File: config.mk
export PLATFORM = sky130hd
export DESIGN_NAME = mux_stream_state_and_window_unit
export DESIGN_NICKNAME = d
export VERILOG_FILES = /design/src/msw_pkg.sv /design/src/msw_engine.sv /design/src/mux_stream_state_and_window_unit.sv
export SDC_FILE = /design/constraint.sdc
export NUM_CORES = 1
export LEC_CHECK = 0
export BUFFER_PORTS_ARGS = -buffer_cell sky130_fd_sc_hd__buf_2
export CAP_MARGIN = 10
export CORE_ASPECT_RATIO = 0.5
export CORE_MARGIN = 1
export CORE_UTILIZATION = 47
export DETAILED_ROUTE_END_ITERATION = 12
export PLACE_DENSITY_LB_ADDON = 0.1
export SYNTH_ARGS = -nofsm -noshare
export SYNTH_HDL_FRONTEND = slang
export SYNTH_SLANG_ARGS = --single-unit
File: constraint.sdc
create_clock -name i_clk -period 8.4 [get_ports i_clk]
set_input_delay 0.42 -clock i_clk [delete_from_list [all_inputs] [get_ports i_clk]]
set_output_delay 0.42 -clock i_clk [all_outputs]
set_load 0.05 [all_outputs]
File: src/msw_pkg.sv
// Package for the multiplexed stream state and window unit.
// Holds widths, codes, item and result types shared by all files.
// No dependencies.
package msw_pkg;

    localparam int WIN_W       = 25;   // window, receive credit and byte count width
    localparam int CFG_W       = 25;   // widest configuration register
    localparam int CREDIT_W    = 32;   // send credit width
    localparam int CFG_ADDR_W  = 1;
    localparam int IN_TDATA_W  = 32;
    localparam int IN_TUSER_W  = 3;
    localparam int OUT_TDATA_W = 64;

    localparam logic [CFG_W-1:0] MAX_WINDOW_RST = CFG_W'(262144);

    // configuration register indexes
    localparam logic [CFG_ADDR_W-1:0] CFG_MAX_WINDOW     = 1'b0;
    localparam logic [CFG_ADDR_W-1:0] CFG_OPENED_BY_PEER = 1'b1;

    // frame flag bits and masks
    localparam int FLAG_SYN_BIT = 0;
    localparam int FLAG_ACK_BIT = 1;
    localparam int FLAG_FIN_BIT = 2;
    localparam int FLAG_RST_BIT = 3;
    localparam logic [3:0] FLAG_NONE = 4'b0000;
    localparam logic [3:0] FLAG_SYN  = 4'b0001;
    localparam logic [3:0] FLAG_ACK  = 4'b0010;
    localparam logic [3:0] FLAG_FIN  = 4'b0100;

    // frame types
    localparam logic FRAME_DATA   = 1'b0;
    localparam logic FRAME_WINUPD = 1'b1;

    typedef enum logic [2:0] {
        ST_INIT        = 3'd0,
        ST_SYN_SENT    = 3'd1,
        ST_SYN_RECV    = 3'd2,
        ST_ESTABLISHED = 3'd3,
        ST_LCLOSE      = 3'd4,
        ST_RCLOSE      = 3'd5,
        ST_CLOSED      = 3'd6,
        ST_RESET       = 3'd7
    } t_state;

    typedef enum logic [2:0] {
        ACT_START       = 3'd0,
        ACT_SEND        = 3'd1,
        ACT_CLOSE       = 3'd2,
        ACT_FORCE_CLOSE = 3'd3,
        ACT_RX_DATA     = 3'd4,
        ACT_RX_WINUPD   = 3'd5,
        ACT_APP_READ    = 3'd6,
        ACT_OFFER_UPD   = 3'd7
    } t_action;

    typedef enum logic [1:0] {
        STS_OK    = 2'd0,
        STS_BLOCK = 2'd1,
        STS_ERROR = 2'd2,
        STS_EOS   = 2'd3
    } t_status;

    typedef struct packed {
        t_action          action;
        logic [3:0]       rx_flags;
        logic [WIN_W-1:0] byte_count;
    } t_item;

    typedef struct packed {
        t_status          status;
        logic             frame_out;
        logic             frame_type;
        logic [3:0]       frame_flags;
        logic [WIN_W-1:0] frame_length;
        logic [WIN_W-1:0] read_bytes;
        logic             close_notify;
        logic             data_notify;
        t_state           state_now;
    } t_result;

endpackage

File: src/msw_engine.sv
// Stream state machine and credit registers; computes one result per item.
// Depends on msw_pkg.
module msw_engine import msw_pkg::*; (
    input  logic             i_clk,
    input  logic             i_rst_n,
    input  logic             i_take,
    input  t_item            i_item,
    input  logic [CFG_W-1:0] i_max_window,
    input  logic             i_opened_by_peer,
    output t_result          o_result
);

    t_state              r_state,       n_state;
    logic [CREDIT_W-1:0] r_send_credit, n_send_credit;
    logic [WIN_W-1:0]    r_recv_credit, n_recv_credit;
    logic [WIN_W-1:0]    r_buffered,    n_buffered;

    // shared decode
    logic                shut;
    logic [3:0]          ff_flags;
    t_state              ff_state;
    t_state              tf_state;
    logic                tf_ok;
    logic                tf_closing;
    logic                send_zero;
    logic [CREDIT_W-1:0] n_ext;
    logic [CREDIT_W-1:0] send_rem;
    logic [CREDIT_W:0]   credit_sum;
    logic [CREDIT_W-1:0] credit_sat;
    logic                rx_fits;
    logic [WIN_W:0]      buf_sum;
    logic [WIN_W-1:0]    buf_sat;
    logic [WIN_W-1:0]    rd_len;
    logic [WIN_W-1:0]    win;
    logic [WIN_W:0]      used;
    logic [WIN_W:0]      delta_full;
    logic [WIN_W-1:0]    delta;
    logic                offer_send;
    logic                close_frame;

    assign shut       = (r_state >= ST_LCLOSE);
    assign win        = WIN_W'(i_max_window);
    assign send_zero  = (r_send_credit == '0);
    assign n_ext      = CREDIT_W'(i_item.byte_count);
    assign send_rem   = (r_send_credit > n_ext) ? (r_send_credit - n_ext) : '0;
    assign credit_sum = {1'b0, r_send_credit} + {1'b0, n_ext};
    assign credit_sat = credit_sum[CREDIT_W] ? '1 : credit_sum[CREDIT_W-1:0];
    assign rx_fits    = (i_item.byte_count <= r_recv_credit);
    assign buf_sum    = {1'b0, r_buffered} + {1'b0, i_item.byte_count};
    assign buf_sat    = buf_sum[WIN_W] ? '1 : buf_sum[WIN_W-1:0];
    assign rd_len     = (i_item.byte_count < r_buffered) ? i_item.byte_count : r_buffered;
    assign used       = {1'b0, r_buffered} + {1'b0, r_recv_credit};
    assign delta_full = ({1'b0, win} > used) ? ({1'b0, win} - used) : '0;
    assign delta      = delta_full[WIN_W-1:0];
    assign offer_send = !((delta < (win >> 1)) && (ff_flags == FLAG_NONE));
    assign close_frame = (r_state == ST_SYN_SENT) || (r_state == ST_SYN_RECV) ||
                         (r_state == ST_ESTABLISHED);

    // flags due on the first frame, and the state that follows
    always_comb begin
        ff_flags = FLAG_NONE;
        ff_state = r_state;
        if (r_state == ST_INIT) begin
            ff_flags = FLAG_SYN;
            ff_state = ST_SYN_SENT;
        end else if (r_state == ST_SYN_RECV) begin
            ff_flags = FLAG_ACK;
            ff_state = ST_ESTABLISHED;
        end
    end

    // received flags: ACK, then FIN, then RST; illegal FIN leaves state alone
    always_comb begin
        tf_state   = r_state;
        tf_ok      = 1'b1;
        tf_closing = 1'b0;
        if (i_item.rx_flags[FLAG_ACK_BIT] && (r_state == ST_SYN_SENT)) begin
            tf_state = ST_ESTABLISHED;
        end
        if (i_item.rx_flags[FLAG_FIN_BIT]) begin
            if ((tf_state == ST_SYN_SENT) || (tf_state == ST_SYN_RECV) ||
                (tf_state == ST_ESTABLISHED)) begin
                tf_state   = ST_RCLOSE;
                tf_closing = 1'b1;
            end else if (tf_state == ST_LCLOSE) begin
                tf_closing = 1'b1;
            end else begin
                tf_ok    = 1'b0;
                tf_state = r_state;
            end
        end
        if (i_item.rx_flags[FLAG_RST_BIT] && tf_ok) begin
            tf_state   = ST_RESET;
            tf_closing = 1'b1;
        end
    end

    // next state and credits
    always_comb begin
        n_state       = r_state;
        n_send_credit = r_send_credit;
        n_recv_credit = r_recv_credit;
        n_buffered    = r_buffered;
        unique case (i_item.action)
            ACT_START: begin
                n_state       = i_opened_by_peer ? ST_SYN_RECV : ST_INIT;
                n_send_credit = CREDIT_W'(i_max_window);
                n_recv_credit = win;
                n_buffered    = '0;
            end
            ACT_SEND: begin
                if (!shut && !send_zero) begin
                    n_state       = ff_state;
                    n_send_credit = send_rem;
                end
            end
            ACT_CLOSE: begin
                if (close_frame || (r_state == ST_LCLOSE) || (r_state == ST_RCLOSE)) begin
                    n_state = ST_CLOSED;
                end
            end
            ACT_FORCE_CLOSE: begin
                n_state = ST_CLOSED;
            end
            ACT_RX_DATA: begin
                if (tf_ok) begin
                    n_state = tf_state;
                    if (rx_fits) begin
                        n_recv_credit = r_recv_credit - i_item.byte_count;
                        n_buffered    = buf_sat;
                    end
                end
            end
            ACT_RX_WINUPD: begin
                if (tf_ok) begin
                    n_state       = tf_state;
                    n_send_credit = credit_sat;
                end
            end
            ACT_APP_READ: begin
                n_buffered = r_buffered - rd_len;
            end
            ACT_OFFER_UPD: begin
                n_state = ff_state;
                if (offer_send) begin
                    n_recv_credit = r_recv_credit + delta;
                end
            end
            default: begin
                n_state = r_state;
            end
        endcase
    end

    // result fields
    always_comb begin
        o_result           = '0;
        o_result.status    = STS_OK;
        o_result.state_now = n_state;
        unique case (i_item.action)
            ACT_SEND: begin
                if (shut) begin
                    o_result.status = STS_ERROR;
                end else if (send_zero) begin
                    o_result.status = STS_BLOCK;
                end else begin
                    o_result.frame_out    = 1'b1;
                    o_result.frame_type   = FRAME_DATA;
                    o_result.frame_flags  = ff_flags;
                    o_result.frame_length = i_item.byte_count;
                end
            end
            ACT_CLOSE: begin
                if (r_state == ST_INIT) begin
                    o_result.status = STS_ERROR;
                end else if (close_frame) begin
                    o_result.frame_out   = 1'b1;
                    o_result.frame_type  = FRAME_WINUPD;
                    o_result.frame_flags = ff_flags | FLAG_FIN;
                end
            end
            ACT_FORCE_CLOSE: begin
                o_result.close_notify = 1'b1;
            end
            ACT_RX_DATA: begin
                if (!tf_ok || !rx_fits) begin
                    o_result.status = STS_ERROR;
                end else begin
                    o_result.close_notify = tf_closing;
                    o_result.data_notify  = (i_item.byte_count != '0);
                end
            end
            ACT_RX_WINUPD: begin
                if (!tf_ok) begin
                    o_result.status = STS_ERROR;
                end else begin
                    o_result.close_notify = tf_closing;
                end
            end
            ACT_APP_READ: begin
                if (r_buffered == '0) begin
                    o_result.status = shut ? STS_EOS : STS_BLOCK;
                end else begin
                    o_result.read_bytes = rd_len;
                end
            end
            ACT_OFFER_UPD: begin
                if (offer_send) begin
                    o_result.frame_out    = 1'b1;
                    o_result.frame_type   = FRAME_WINUPD;
                    o_result.frame_flags  = ff_flags;
                    o_result.frame_length = delta;
                end
            end
            default: begin
                o_result.status = STS_OK;  // start: nothing but the state
            end
        endcase
    end

    always_ff @(posedge i_clk) begin
        if (!i_rst_n) begin
            r_state       <= ST_INIT;
            r_send_credit <= '0;
            r_recv_credit <= '0;
            r_buffered    <= '0;
        end else if (i_take) begin
            r_state       <= n_state;
            r_send_credit <= n_send_credit;
            r_recv_credit <= n_recv_credit;
            r_buffered    <= n_buffered;
        end
    end

endmodule

File: src/mux_stream_state_and_window_unit.sv
// Top level of the multiplexed stream state and window unit.
// Holds configuration registers and the two-entry result buffer.
// Depends on msw_pkg and msw_engine.

// One endpoint of a multiplexed stream: state machine (SYN/ACK/FIN/RST),
// send credit (32 bits, saturating), receive credit and a buffered byte
// count. Every accepted input transaction produces exactly one result
// transaction. An item is evaluated in the cycle it is accepted against the
// state registers, which update at that edge, so the unit takes one item per
// clock while s_axis_tready is high; the result is registered and appears on
// the master side in the cycle after acceptance when the output register is
// free. Results wait in a result register plus one skid entry, so input keeps
// flowing while a single result is stalled; s_axis_tready drops only when both
// entries hold results. Configuration (max_window, opened_by_peer) is written
// through the plain write port and should only change while no result is
// pending; a start action loads both credits from max_window.
module mux_stream_state_and_window_unit import msw_pkg::*; (
    input  logic                   i_clk,
    input  logic                   i_rst_n,
    // slave side: tuser = action[2:0]
    input  logic                   i_s_axis_tvalid,
    output logic                   o_s_axis_tready,
    // tdata: rx_flags[3:0], byte_count[28:4], zero pad [31:29]
    input  logic [IN_TDATA_W-1:0]  i_s_axis_tdata,
    input  logic [IN_TUSER_W-1:0]  i_s_axis_tuser,
    // master side
    output logic                   o_m_axis_tvalid,
    input  logic                   i_m_axis_tready,
    // tdata: status[1:0], frame_out[2], frame_flags[6:3], frame_length[31:7],
    //        read_bytes[56:32], close_notify[57], data_notify[58],
    //        state_now[61:59], zero pad [63:62]
    output logic [OUT_TDATA_W-1:0] o_m_axis_tdata,
    // tuser: frame_type
    output logic                   o_m_axis_tuser,
    // configuration write port
    input  logic                   i_cfg_we,
    input  logic [CFG_ADDR_W-1:0]  i_cfg_addr,
    input  logic [CFG_W-1:0]       i_cfg_wdata
);

    logic [CFG_W-1:0] r_max_window;
    logic             r_opened_by_peer;

    logic    r_out_valid;
    logic    r_skid_valid;
    t_result r_out;
    t_result r_skid;

    t_item   item;
    t_result result;
    logic    take;
    logic    pop;

    assign item.action     = t_action'(i_s_axis_tuser);
    assign item.rx_flags   = i_s_axis_tdata[3:0];
    assign item.byte_count = i_s_axis_tdata[WIN_W+3:4];

    // ready comes from a register: skid entry free
    assign o_s_axis_tready = !r_skid_valid;
    assign take            = i_s_axis_tvalid && o_s_axis_tready;
    assign pop             = r_out_valid && i_m_axis_tready;

    msw_engine u_engine (
        .i_clk            (i_clk),
        .i_rst_n          (i_rst_n),
        .i_take           (take),
        .i_item           (item),
        .i_max_window     (r_max_window),
        .i_opened_by_peer (r_opened_by_peer),
        .o_result         (result)
    );

    // configuration registers
    always_ff @(posedge i_clk) begin
        if (!i_rst_n) begin
            r_max_window     <= MAX_WINDOW_RST;
            r_opened_by_peer <= 1'b0;
        end else if (i_cfg_we) begin
            unique case (i_cfg_addr)
                CFG_MAX_WINDOW:     r_max_window     <= i_cfg_wdata;
                CFG_OPENED_BY_PEER: r_opened_by_peer <= i_cfg_wdata[0];
                default:            r_max_window     <= r_max_window;
            endcase
        end
    end

    // result buffer control; a take only happens with the skid entry empty
    always_ff @(posedge i_clk) begin
        if (!i_rst_n) begin
            r_out_valid  <= 1'b0;
            r_skid_valid <= 1'b0;
        end else begin
            if (take) begin
                if (r_out_valid && !pop) begin
                    r_skid_valid <= 1'b1;
                end else begin
                    r_out_valid <= 1'b1;
                end
            end else if (pop) begin
                if (r_skid_valid) begin
                    r_skid_valid <= 1'b0;
                end else begin
                    r_out_valid <= 1'b0;
                end
            end
        end
    end

    // result buffer payload
    always_ff @(posedge i_clk) begin
        if (take) begin
            if (r_out_valid && !pop) begin
                r_skid <= result;
            end else begin
                r_out <= result;
            end
        end else if (pop && r_skid_valid) begin
            r_out <= r_skid;
        end
    end

    assign o_m_axis_tvalid = r_out_valid;
    assign o_m_axis_tuser  = r_out.frame_type;
    assign o_m_axis_tdata  = {2'b00, r_out.state_now, r_out.data_notify,
                              r_out.close_notify, r_out.read_bytes,
                              r_out.frame_length, r_out.frame_flags,
                              r_out.frame_out, r_out.status};

endmodule

==> impl_metrics.env, run 1 <==
export IMPL_rsz0062_at_grt="no"
export IMPL_gp_congestion=0.999
export IMPL_final_cell_mix="318 x a21oi_1, 282 x nand2_1, 241 x ha_1"
export IMPL_final_min_clock_period_ps=7800
export IMPL_finalSetupViolations=0
export IMPL_async_flop_share_pct=0
export IMPL_synth_edff_count=124
export IMPL_clkSinkCount=237
export IMPL_clk_pin_slew_ps=70
export IMPL_numCtsBuffers=25
export IMPL_drv_slew=0
export IMPL_place_area_sq_mm=0.0235
export IMPL_io_pins=133
export IMPL_grt_max_degree=77
export IMPL_crit_path_top_delay_cell="fa_1"
export IMPL_ys_flop_type="edfxtp_1"
export IMPL_vias=21700
export IMPL_area_delta_synth_final_pct=11.3
export IMPL_cts_max_level=1
export IMPL_synth_seq_cells=237
export IMPL_cellLeakagePower_nw=10.5
export IMPL_finalSetupTns_ps=0
export IMPL_worstPathMaxFanout=11
export IMPL_clock_latency_ps=590
export IMPL_synthTopCellsByArea="edfxtp_1 17%, ha_1 14%, dfxtp_1 10%"
export IMPL_die_h_um=155
export IMPL_crit_type="reg2reg"
export IMPL_outcome="complete, no violations"
export IMPL_yosys_area_top_type="edfxtp_1"
export IMPL_syn_avg_cell_area_sq_um=8.10
export IMPL_power_density_mw_per_mm2=189
export IMPL_hold_violations=0
export IMPL_final_area_sq_mm=0.0244
export IMPL_die_x_um=307
export IMPL_first_pass_iters=5
export IMPL_fin_util_pct=53.5
export IMPL_ys_warn_count=0
export IMPL_vias_per_cell=6.27
export IMPL_endpoint_kind="flip-flop"
export IMPL_grt_usage_pct=34.4
export IMPL_seq_area_sq_mm=0.00599
export IMPL_multi_input_area_sq_mm=0.0149
export IMPL_root_buffer="clkbuf_16"
export IMPL_drtIter0Drc=2383
export IMPL_antenna_found_initial=6
export IMPL_critPathRequiredTime_ps=8730
export IMPL_start_util_pct=48.1
export IMPL_synthDominantCellAreaShare_pct=17.0
export IMPL_drv_cap=0
export IMPL_grt_first_pass_wirelength_um=124000
export IMPL_num_fill_cells=4409
export IMPL_cp_common_cell="a21oi_1"
export IMPL_drive_gt1_share_pct=11.6
export IMPL_worst_ep_arrival_time_ps=8140
export IMPL_post_dp_hpwl_um=64300
export IMPL_finalNetCount=3123
export IMPL_ys_seq_area_share_pct=27.3
export IMPL_wl_per_cell_um=24.2
export IMPL_mostFrequentLayoutCell="a21oi_1"
export IMPL_cp_start_kind="flip-flop"
export IMPL_core_region_area_sq_mm=0.0456
export IMPL_io_buffers=125
export IMPL_clk_path_buf_depth=3
export IMPL_postSynthCellCount=2705
export IMPL_worst_r2r_setup_slack_ps=600
export IMPL_grt_overflow=0
export IMPL_drcViolationCount=0
export IMPL_relSlewSlack_pct=24.2
export IMPL_drtAntennaViolNets=0
export IMPL_holdCritPathClass="in2reg"
export IMPL_grt_pass1_vias=19600
export IMPL_vdd_drop_max_v=0.000153
export IMPL_num_rows=55
export IMPL_synth_area_sq_mm=0.0219
export IMPL_cts_tree="done"
export IMPL_ys_types=107
export IMPL_crit_path_max_incr_delay_ps=470
export IMPL_finalCritPeriodShare_pct=92.9
export IMPL_routed_wl_um=83500
export IMPL_cts_setup_buffers=0
export IMPL_fin_worst_skew_ps=19.3
export IMPL_tightest_slew_ps=1130
export IMPL_die_area_sq_mm=0.0476
export IMPL_fmax_mhz=128
-- layout make-up --
class,count,share of cell area [%]
Multi-Input combinational cell,2187,61.2
Sequential cell,237,24.5
Timing Repair Buffer,208,5.17
Tap cell,627,3.21
Clock buffer,30,2.72
Inverter,149,2.29
Clock inverter,16,0.907
Antenna cell,1,0.0103
-- kinds of logic after synthesis --
group                      synth area share (%)
AOI/OAI and AO/OA                          27.5
xor gates and xnor gates                   6.34
adders and majority gates                  14.6
buffers and inverters                      5.12
DFF                                        27.3
muxes                                      1.59
other                                    0.0171
and+or+nand+nor                            17.5
-- Yosys cell counts, types with 29 or more instances --
cell	instances
xnor2_1	99
nor2_1	220
nand2b_1	36
nor3_1	55
nor4_1	29
edfxtp_1	124
o21ai_0	153
nand2_1	284
a221oi_1	35
clkbuf_1	104
nand3_1	36
a21o_1	67
o31ai_1	40
ha_1	241
dfxtp_1	113
o21bai_1	37
a21oi_1	320
a31oi_1	32
xor2_1	56
inv_1	148
-- state kept, by name, indices dropped and copies added (netlist names), 3 cells and up --
register / flops
r_skid: 62
u_engine.r_recv_credit: 25
o_m_axis_tdata: 61
u_engine.r_state: 3
u_engine.r_buffered: 25
r_max_window: 25
u_engine.r_send_credit: 32
-- path summary, 6_finish.rpt --
kind                                          start                       endpoint  cells past startpoint
max          u_engine.r_recv_credit[0]$_SDFFE_PN0P_    o_m_axis_tdata[2]$_DFFE_PP_                     34
min                                 i_m_axis_tready      r_skid_valid$_SDFFE_PN0P_                      2
max reg2reg  u_engine.r_recv_credit[0]$_SDFFE_PN0P_    o_m_axis_tdata[2]$_DFFE_PP_                     34
min reg2reg           r_opened_by_peer$_SDFFE_PN0P_  r_opened_by_peer$_SDFFE_PN0P_                      2
-- layer usage --
metal  up-vias  GRT usage, %  wire length [um]
met1     10400          51.1             38700
met3       139          7.91              9350
met2       987          49.3             33100
li1      10200             -                 -
met4         0          9.31              2380
met5         -             0                 0
-- timing repair --
action | 4_1_cts | 5_1_grt
hold buffers | 0 | 0
setup endpoints to repair | 0 | 77
gates resized for setup | 0 | 8
-- worst max-delay path: cells and delay by family (launching register included) --
kind                     cells  cell delay [ps]
AO/OA/AOI/OAI               16             2810
XOR/XNOR                     1              100
adder cells (fa/ha/maj)      4             1470
buffers and inverters        3              590
flip-flops                   1              360
multiplexers                 1              270
AND/OR/NAND/NOR              9             1930
-- metrics by stage --
step / cells / hold slack, ps / worst slack [ps] / total power [mW]
6_report: 3455 / 37.9 / 595 / 4.62
5_1_grt: 3454 / 27.2 / 88.0 / 4.84
4_1_cts: 3454 / 21.7 / 183 / 4.58
3_5_place_dp: 3408 / 477 / 217 / 3.32
3_3_place_gp: 3408 / 471 / 306 / 3.31
2_1_floorplan: 2707 / 437 / 1330 / 2.74
-- report_power, final --
part	total (mW)	internal (mW)	leakage, nW	switching, mW
Sequential	1.37	1.29	2.17	0.0817
Combinational	1.99	0.719	7.87	1.27
Clock	1.26	0.721	0.439	0.540
Total	4.62	2.73	10.5	1.89
(Power assumes the default switching activity.)
==> inputs of run 2 (changes only) <==
PLACE_DENSITY_LB_ADDON = 0.25   (was 0.1)
==> run 2 against run 1 <==
  * Worst hold slack worse by 4.1 ps
  * Sequential power about the same
  * Global-route usage shrank 1.9 points
  * Critical path depth did not move
==> impl_metrics.env, run 2 (synthesis results as in run 1) <==
export IMPL_hold_violations=0
export IMPL_fmax_mhz=126
export IMPL_drive_gt1_share_pct=10.9
export IMPL_power_density_mw_per_mm2=186
export IMPL_critPathRequiredTime_ps=8910
export IMPL_io_pins=133
export IMPL_finalSetupTns_ps=0
export IMPL_crit_path_max_incr_delay_ps=470
export IMPL_netSwitchingFraction_pct=41.9
export IMPL_cp_start_kind="flip-flop"
export IMPL_grt_usage_pct=32.5
export IMPL_holdCritPathClass="in2reg"
export IMPL_clk_pin_slew_ps=70
export IMPL_p_switching_mw=1.89
export IMPL_gp_congestion=1.01
export IMPL_vdd_drop_max_v=0.000132
export IMPL_antenna_found_initial=11
export IMPL_min_from="i_m_axis_tready"
export IMPL_crit_path_top_delay_cell="fa_1"
export IMPL_num_fill_cells=4390
export IMPL_finalNetCount=3112
export IMPL_finalSetupViolations=0
export IMPL_seq_area_sq_mm=0.00599
export IMPL_cts_max_level=1
export IMPL_root_buffer="clkbuf_16"
export IMPL_min_to="r_skid_valid$_SDFFE_PN0P_"
export IMPL_multi_input_area_sq_mm=0.0149
export IMPL_rr_endpoint="u_engine.r_recv_credit[23]$_SDFFE_PN0P_"
export IMPL_endpoint_kind="flip-flop"
export IMPL_clk_path_buf_depth=3
export IMPL_internal_power_mw=2.62
export IMPL_p_comb_share_pct=44.0
export IMPL_worst_r2r_setup_slack_ps=460
export IMPL_drcViolationCount=0
export IMPL_cts_tree="done"
export IMPL_cts_setup_buffers=0
export IMPL_worst_ep_arrival_time_ps=8450
export IMPL_drtAntennaViolNets=0
export IMPL_fin_worst_skew_ps=19.4
export IMPL_final_cell_mix="319 x a21oi_1, 283 x nand2_1, 241 x ha_1"
export IMPL_largest_register="r_skid"
export IMPL_rr_startpoint="u_engine.r_buffered[0]$_SDFFE_PN0P_"
export IMPL_first_pass_iters=6
export IMPL_num_rows=55
export IMPL_drtIter0Drc=2352
export IMPL_wl_per_cell_um=23.0
export IMPL_grt_pass1_vias=19600
export IMPL_place_area_sq_mm=0.0234
export IMPL_r2r_cells=34
export IMPL_post_dp_hpwl_um=59900
export IMPL_final_area_sq_mm=0.0242
export IMPL_worstPathMaxFanout=10
export IMPL_routed_wl_um=79300
export IMPL_hold_path_cell_count=2
export IMPL_vias=21400
export IMPL_tightest_slew_ps=1290
export IMPL_die_h_um=155
export IMPL_finalCritPeriodShare_pct=94.6
export IMPL_clkSinkCount=237
export IMPL_grt_first_pass_wirelength_um=118000
export IMPL_drv_slew=0
export IMPL_cp_common_cell="a21o_1"
export IMPL_largest_register_ffs=62
export IMPL_p_seq_share_pct=30.5
export IMPL_area_delta_synth_final_pct=10.4
export IMPL_cellLeakagePower_nw=10.4
export IMPL_drv_cap=0
export IMPL_grt_max_degree=76
export IMPL_numCtsBuffers=25
export IMPL_mostFrequentLayoutCell="a21oi_1"
export IMPL_outcome="complete, no violations"
export IMPL_core_region_area_sq_mm=0.0456
export IMPL_io_buffers=125
export IMPL_rsz0062_at_grt="no"
export IMPL_pwr_share_clk_pct=25.5
export IMPL_clock_latency_ps=600
export IMPL_crit_type="reg2reg"
export IMPL_vias_per_cell=6.20
export IMPL_grt_overflow=0
export IMPL_relSlewSlack_pct=14.3
export IMPL_die_area_sq_mm=0.0476
export IMPL_start_util_pct=48.1
export IMPL_final_min_clock_period_ps=7940
export IMPL_die_x_um=307
==> run 2: cell type report <==
cell class / count / share of cell area, %
multi-input cells: 2187 / 61.6
well taps: 627 / 3.24
flip-flops and latches: 237 / 24.7
diodes: 2 / 0.0207
inverters: 149 / 2.31
clock buffers: 32 / 2.78
repair buffers: 197 / 4.82
clock inverters: 14 / 0.506
==> run 2: routing by layer <==
layer	share of wire, %	GRT usage (%)	up-vias
met5	0.034	0	-
met1	44	44.8	10100
met4	3.4	9.78	4
li1	-	-	10100
met3	12	10.4	155
met2	41	48.3	946
==> run 2: repair_timing <==
| item | in CTS | in global routing |
|---|---|---|
| setup endpoints to repair | 0 | 32 |
| gates resized for setup | 0 | 5 |
| endpoints found under the hold margin | 0 | 0 |
| hold buffers | 0 | 0 |
==> run 2: how the worst max path moves through the flow <==
stage	to	start	slack [ps]
after detailed placement	u_engine.r_recv_credit[23]$_SDFFE_PN0P_	u_engine.r_buffered[0]$_SDFFE_PN0P_	470
final	u_engine.r_recv_credit[23]$_SDFFE_PN0P_	u_engine.r_buffered[0]$_SDFFE_PN0P_	460
after global routing	u_engine.r_recv_credit[23]$_SDFFE_PN0P_	u_engine.r_buffered[0]$_SDFFE_PN0P_	30
after floorplan	u_engine.r_recv_credit[18]$_SDFFE_PN0P_	u_engine.r_buffered[0]$_SDFFE_PN0P_	1330
after global placement	o_m_axis_tdata[2]$_DFFE_PP_	u_engine.r_buffered[0]$_SDFFE_PN0P_	560
after CTS	o_m_axis_tdata[23]$_DFFE_PP_	u_engine.r_buffered[0]$_SDFFE_PN0P_	430
==> run 2: per-stage QoR <==
step	hold slack (ps)	worst slack (ps)	utilization, %	total power, mW	cells
after CTS	15.5	433	53.0	4.46	3443
final	33.9	455	53.1	4.50	3445
after global routing	21.2	34.1	53.1	4.73	3443
after detailed placement	466	472	51.3	3.31	3397
after global placement	461	559	51.3	3.29	3397
after floorplan	437	1330	-	2.74	2707
==> run 2: power groups by stage <==
stage | Sequential, mW | Combinational (mW) | Clock [mW]
floorplan | 1.44 | 1.30 | 0
global placement | 1.39 | 1.89 | 0
detailed placement | 1.40 | 1.91 | 0
CTS | 1.37 | 1.93 | 1.16
global route | 1.38 | 2.15 | 1.21
finish | 1.37 | 1.98 | 1.15
==> run 2: worst max-delay path: cells and delay by family, from the launching register on <==
family / cells / cell delay (ps)
adder cells (fa/ha/maj): 4 / 1350
flip-flops: 1 / 390
AND/OR/NAND/NOR: 8 / 1600
AO/OA/AOI/OAI: 19 / 3940
XOR/XNOR: 1 / 200
buffers and inverters: 2 / 370
